`config.mk`:
```
export PLATFORM = sky130hd
export DESIGN_NAME = mpbag_div
export DESIGN_NICKNAME = d
export VERILOG_FILES = /design/src/sv/mpbag_div.sv
export SDC_FILE = /design/constraint.sdc
export NUM_CORES = 1
export LEC_CHECK = 0
export BUFFER_PORTS_ARGS = -buffer_cell sky130_fd_sc_hd__clkbuf_2
export CORE_MARGIN = 3
export CORE_UTILIZATION = 50
export DETAILED_ROUTE_END_ITERATION = 7
export PLACE_DENSITY = 0.75
export SLEW_MARGIN = 20
export SYNTH_ARGS = -nofsm -noshare
export SYNTH_HDL_FRONTEND = slang
export SYNTH_SLANG_ARGS = --single-unit
```
`constraint.sdc`:
```
create_clock -name clk -period 2.5 [get_ports clk]
set_clock_uncertainty 0.1 [all_clocks]
set_input_delay 0.375 -clock clk [delete_from_list [all_inputs] [get_ports clk]]
set_output_delay 0.375 -clock clk [all_outputs]
set_load 0.02 [all_outputs]
```
`src/sv/mpbag_div.sv`:
```
// Bit-serial restoring divider: one quotient bit per cycle.
// Depends on nothing but its ports.
module mpbag_div #(
  parameter int DW = 11,
  parameter int SW = 7
) (
  input  logic          clk,
  input  logic          rst_n,
  input  logic          start,
  input  logic [DW-1:0] dividend,
  input  logic [SW-1:0] divisor,
  output logic          done,
  output logic [DW-1:0] quotient,
  output logic [SW-1:0] remainder
);

  localparam int CW = $clog2(DW + 1);

  logic [DW-1:0] quo_r;
  logic [SW-1:0] rem_r;
  logic [SW-1:0] dvs_r;
  logic [CW-1:0] cnt_r;
  logic          busy_r;
  logic          done_r;
  logic [SW:0]   trial;
  logic [SW:0]   diff;
  logic          ge;

  assign trial = {rem_r, quo_r[DW-1]};
  assign ge    = trial >= {1'b0, dvs_r};
  assign diff  = trial - {1'b0, dvs_r};

  always_ff @(posedge clk) begin
    if (!rst_n) begin
      busy_r <= 1'b0;
      done_r <= 1'b0;
      cnt_r  <= '0;
    end else begin
      done_r <= 1'b0;
      if (start) begin
        busy_r <= 1'b1;
        cnt_r  <= CW'(DW);
      end else if (busy_r) begin
        cnt_r <= cnt_r - CW'(1);
        if (cnt_r == CW'(1)) begin
          busy_r <= 1'b0;
          done_r <= 1'b1;
        end
      end
    end
  end

  always_ff @(posedge clk) begin
    if (start) begin
      quo_r <= dividend;
      rem_r <= '0;
      dvs_r <= divisor;
    end else if (busy_r) begin
      quo_r <= {quo_r[DW-2:0], ge};
      rem_r <= ge ? diff[SW-1:0] : trial[SW-1:0];
    end
  end

  assign done      = done_r;
  assign quotient  = quo_r;
  assign remainder = rem_r;

endmodule

```
==> results of run 1 <==
==> how the worst max path moves through the flow <==
stage | cells past startpoint | slack (ns) | endpoint | start
floorplan | 9 | 0.08 | remainder[0] | quotient[10]
global placement | 7 | 0.32 | remainder[2] | quotient[10]
detailed placement | 8 | 0.26 | remainder[5] | quotient[10]
CTS | 7 | 0.22 | remainder[0] | quotient[10]
global route | 8 | 0.08 | remainder[5] | quotient[10]
finish | 8 | 0.22 | remainder[5] | quotient[10]
==> area by class of cell <==
| cell class | count | area share [%] |
|---|---|---|
| multi-input combinational | 111 | 42.2 |
| timing repair buffer | 42 | 10.5 |
| tap | 46 | 2.78 |
| clock buffer | 7 | 3.14 |
| sequential | 31 | 38.6 |
| clock inverter | 1 | 0.362 |
| inverter | 13 | 2.36 |
==> registers in the layout, summed over array words and instances, names as in the netlist <==
register,count
quotient,11
busy_r,1
dvs_r,7
remainder,7
cnt_r,4
done,1
==> per-layer routing <==
layer / share of wire, % / global-route usage [%] / vias to the layer above
met5: 0 / 0 / -
met4: 2.7 / 8.81 / 0
met2: 49 / 29.5 / 46
li1: - / - / 676
met3: 6.8 / 4.96 / 8
met1: 42 / 21.0 / 633
==> worst reg2reg max path, delay by kind of cell (launching register included) <==
| kind | cells | cell delay [ns] |
|---|---|---|
| buffers and inverters | 2 | 0.24 |
| and+or+nand+nor | 1 | 0.19 |
| adders and majority gates | 2 | 0.62 |
| AOI/OAI and AO/OA | 3 | 0.70 |
| DFF | 1 | 0.36 |
==> synthesized netlist by cell type, drive strengths merged, types with 3 or more instances <==
cell type	n
nor3b	6
nor2	13
a41oi	4
xor2	4
a21o	3
inv	13
ha	9
edfxtp	18
o21a	3
clkbuf	5
nand2	11
a311oi	3
a21oi	3
dfxtp	13
buf	5
nand2b	6
or3b	3
o21ai	3
mux2	10
==> report_power, final <==
group,internal (mW),switching [mW]
clock network,0.164,0.181
logic,0.120,0.156
registers,0.588,0.0318
==> cells by family (layout without fill, tap and decap cells) <==
kind of cell | Yosys count | in the layout | synth area share [%]
fa+ha+maj | 10 | 10 | 7.45
flops | 31 | 31 | 45.0
compound gates | 33 | 33 | 15.8
buf+inv | 23 | 63 | 5.84
simple gates | 51 | 51 | 16.0
xor+xnor | 6 | 6 | 2.95
mux | 11 | 11 | 6.89
==> run summary, run 1 <==
Hold Crit Class: primary input to flop
clock buffer depth: 2
critical path class: flop to flop
leading cell types in the layout, fill and taps excluded: clkbuf_2, edfxtp_1, inv_1, nor2_1, dfxtp_1
worst r2r src: quotient[10]
Slew @ Worst Pin: 0.782 ns
Num CTS Buffers: 5
Top Family by Delay on Critical Path: compound AO/OA/AOI/OAI gates
First DRT Iteration DRCs: 119
CTS sink count: 31
first-pass GRT wire length: 5830 um
initial antenna violation count: 0
dpl cell area: 2000 um^2
worst-path cell chain: inv_1, ha_1, fa_1, nand2b_1, a211o_1, buf_4, a31o_2, o21ai_0
worst vdd ir: 0.449 mV
drt pass-1 iters: 4
Worst Min Path Start: divisor[4]
Synth area leaders: edfxtp_1, dfxtp_1, ha_1
capture point of the worst reg-to-reg path: remainder[5]
Die ar.: 4310 um^2
PnR worst setup slack: 0.225 ns
synth unique cells: 46
pre-CTS setup slack: 0.255 ns
htree depth: 2
max cap viols: 0
Fin Setup TNS: 0 ns
Starting Density: 52.5%
routed vias: 1363
hold depth: 1
TritonCTS clock tree: built
fin area: 2070 um^2
Total Power: 1.24 mW
cts hold-fix bufs: 0
Cells after DPL: 243
RD Place Congestion: 0.792
main flop type after synthesis: edfxtp_1
# resized after CTS: 0
status: finished clean
Layout area overhead: 16.5%
final worst path period share: 91.0%
IO Count: 40
final setup violation count: 0
Worst Path Arrival: 2.43 ns
post-layout util: 61.1%
footprint of the multi-input gates: 875 um^2
Worst-path clk slew: 0.10 ns
overall routing resource usage: 17.8%
critical path's slowest cell: fa_1
routed length per instance: 13.5 um
hpwl dp: 2520 um
f_max: 440 MHz
#FFs+latches synth: 31
Syn Std Cell Area: 1780 um^2
routed vias/inst: 5.43
Die Height: 65.7 um
Min-Delay Endpoint: dvs_r[4]
routed wire length: 3390 um
Final Non-Filler Cells: 251
Synthesis Warnings: 0
core box area: 3390 um^2
hold slack: 0.104 ns
FP Rows: 21
FFs w/ async S/R, synth: 0%
Avg Inst Size Synth: 10.8 um^2
syn nets: 196
share of layout cells above drive strength 1: 34.6%
RSZ-0062 raised after global routing: false
Total Nets Final: 235
Setup crit end kind: flop
port bufs: 39
sequential share of the synthesized area: 45.0%
R2R cell count: 8
Power Density: 599 nW/um^2
total congestion overflow: 0
critical path required time: 2.66 ns
Worst R2R Setup Slack: 0.22 ns
Post-CTS Setup Bufs: 0
ant diodes: 0
worst path bufs/invs: 2
post-synth top area cell: edfxtp_1
Final Max Slew Viols: 0
Final ANT Viol Nets: 0
CP max stage delay: 0.40 ns
share of the synthesized area in the top cell type: 30.4%
most common cell after layout, fill and taps aside: clkbuf_2
area occupied by registers: 801 um^2
startpoint types: flop
Hold Vio Cnt, Final: 0
clk root buf: clkbuf_4
critical path fanouts, max: 8
leakage power: 0.871 nW
Clk Latency, worst-skew pair: 0.34 ns
Fillers: 289
Die W: 65.7 um
crit path time final: 2.28 ns
Relative slew margins: 47.8%
DRC Markers: 0
synthesized instance count: 165
pin count of the biggest net entering global routing: 40
vias in the first global route: 1331
number of enable flip-flop cells after synthesis: 18
(Power assumes the default switching activity.)
==> run 2: changes to the inputs <==
- BUFFER_PORTS_ARGS: -buffer_cell sky130_fd_sc_hd__clkbuf_2 -> -buffer_cell sky130_fd_sc_hd__buf_2
- MAX_ROUTING_LAYER: default -> met4
==> run 2 against run 1 <==
Net effect:
- clock-buffer cell count unchanged
- register-to-register slack barely moved
- die area is the same
- sequential share of layout area hardly changed
- worst setup slack better by 0.0091 ns
- routed wire length rose by 0.56%
- critical endpoint is now remainder[4]
- largest power group unchanged
==> run summary, run 2 (same netlist as run 1, synthesis figures left out) <==
Total Power: 1.28 mW
Power Density: 616 nW/um^2
Critical path origin: quotient[10]
Final Non-Filler Cells: 251
status: finished clean
drt pass-1 iters: 4
Post-CTS Setup Bufs: 0
worst r2r src: quotient[10]
capture point of the worst reg-to-reg path: remainder[4]
Worst Min Path Start: divisor[4]
net switching power: 358 uW
routed length per instance: 13.6 um
Cells after DPL: 243
final setup violation count: 0
max reg flops: 11
Setup crit end kind: flop
f_max: 441 MHz
pre-CTS setup slack: 0.248 ns
critical path class: flop to flop
Total Nets Final: 235
routed vias: 1364
R2R cell count: 7
First DRT Iteration DRCs: 91
FP Rows: 21
Relative slew margins: 52.4%
vias in the first global route: 1320
# resized after CTS: 0
RSZ-0062 raised after global routing: false
Most Crowded Layer GR: met2
htree depth: 2
worst-path cell chain: inv_1, ha_1, fa_1, nand2b_1, a211o_1, and3_1, o31ai_2
clock buffer depth: 2
M2 GR Usage: 27.0%
met1 Use GR: 23.2%
routed wire length: 3410 um
footprint of the multi-input gates: 875 um^2
DRC Markers: 0
Worst R2R Setup Slack: 0.23 ns
Final Max Slew Viols: 0
Starting Density: 52.5%
share of layout cells above drive strength 1: 33.7%
crit path time final: 2.27 ns
ant diodes: 0
Hold Vio Cnt, Final: 0
leading cell types in the layout, fill and taps excluded: buf_2, edfxtp_1, inv_1, nor2_1, dfxtp_1
Num CTS Buffers: 5
Layout area overhead: 16.6%
worst vdd ir: 0.379 mV
critical path's slowest cell: fa_1
Hold Crit Class: primary input to flop
final worst path period share: 90.6%
Fillers: 291
RD Place Congestion: 0.804
IO Count: 40
met3 GRT Util: 5.30%
Clk Latency, worst-skew pair: 0.33 ns
cts hold-fix bufs: 0
overall routing resource usage: 18.3%
Final ANT Viol Nets: 0
Sw Ratio: 28.0%
hpwl dp: 2550 um
critical path fanouts, max: 6
Fin Setup TNS: 0 ns
Die ar.: 4310 um^2
pin count of the biggest net entering global routing: 40
TritonCTS clock tree: built
Die Height: 65.7 um
routed vias/inst: 5.43
CP max stage delay: 0.40 ns
area occupied by registers: 801 um^2
Comb power frac: 21.6%
critical path required time: 2.64 ns
hold slack: 0.109 ns
initial antenna violation count: 0
Worst-path clk slew: 0.10 ns
Worst Path Arrival: 2.41 ns
max cap viols: 0
Die W: 65.7 um
Flop pwr share: 48.5%
most common cell after layout, fill and taps aside: buf_2
CTS sink count: 31
total congestion overflow: 0
clk root buf: clkbuf_4
core box area: 3390 um^2
crit path to: remainder[4]
PnR worst setup slack: 0.234 ns
startpoint types: flop
internal power: 920 uW
first-pass GRT wire length: 5860 um
clock power share: 29.9%
Slew @ Worst Pin: 0.714 ns
leakage power: 0.873 nW
port bufs: 39
run 2: changes by cell type in the layout (fill, tap and decap cells not counted), sizes merged:
| cell | delta |
|---|---|
| clkinvlp | -1 |
| buf | +39 |
| bufinv | +1 |
| clkbuf | -39 |
run 2: routing by layer:
metal / wire length [um] / vias to the layer above
li1: - / 681
met1: 1520 / 627
met2: 1590 / 43
met3: 200 / 13
met4: 92 / 0
met5: 0 / -
run 2: worst min path at each step:
stage                   end  slack [ns]  depth (start not counted)
6_report           dvs_r[4]        0.11                          1
5_1_grt            dvs_r[1]        0.09                          1
4_1_cts            dvs_r[4]         0.1                          1
3_5_place_dp   remainder[2]        0.45                          2
3_3_place_gp   remainder[2]        0.43                          2
2_1_floorplan      dvs_r[0]        0.37                          0
run 2: power by group through the flow:
stage	clock network, mW	logic [mW]	registers (mW)
after floorplan	0	0.176	0.653
after global placement	0	0.270	0.629
after detailed placement	0	0.277	0.631
after CTS	0.391	0.278	0.621
after global routing	0.421	0.307	0.626
final	0.382	0.276	0.620
run 2: cell type report:
cell class	count	share of cell area, %
Clock buffer	7	2.17
Clock inverter	1	1.45
Inverter	13	2.35
Multi-Input combinational cell	111	42.2
Sequential cell	31	38.6
Tap cell	46	2.77
Timing Repair Buffer	42	10.5
run 2: critical path: cells and delay by family, from the launching register on:
family                   cells  cell delay [ns]
AO/OA/AOI/OAI                2             0.55
adder cells (fa/ha/maj)      2             0.62
buffers and inverters        1             0.08
flip-flops                   1             0.37
AND/OR/NAND/NOR              2             0.47
run 2: through the flow:
| stage | instance area (um^2) | util [%] |
|---|---|---|
| 2_1_floorplan | 1780 | - |
| 3_3_place_gp | 2000 | 59.0 |
| 3_5_place_dp | 2000 | 59.0 |
| 4_1_cts | 2070 | 61.2 |
| 5_1_grt | 2070 | 61.2 |
| 6_report | 2070 | 61.2 |
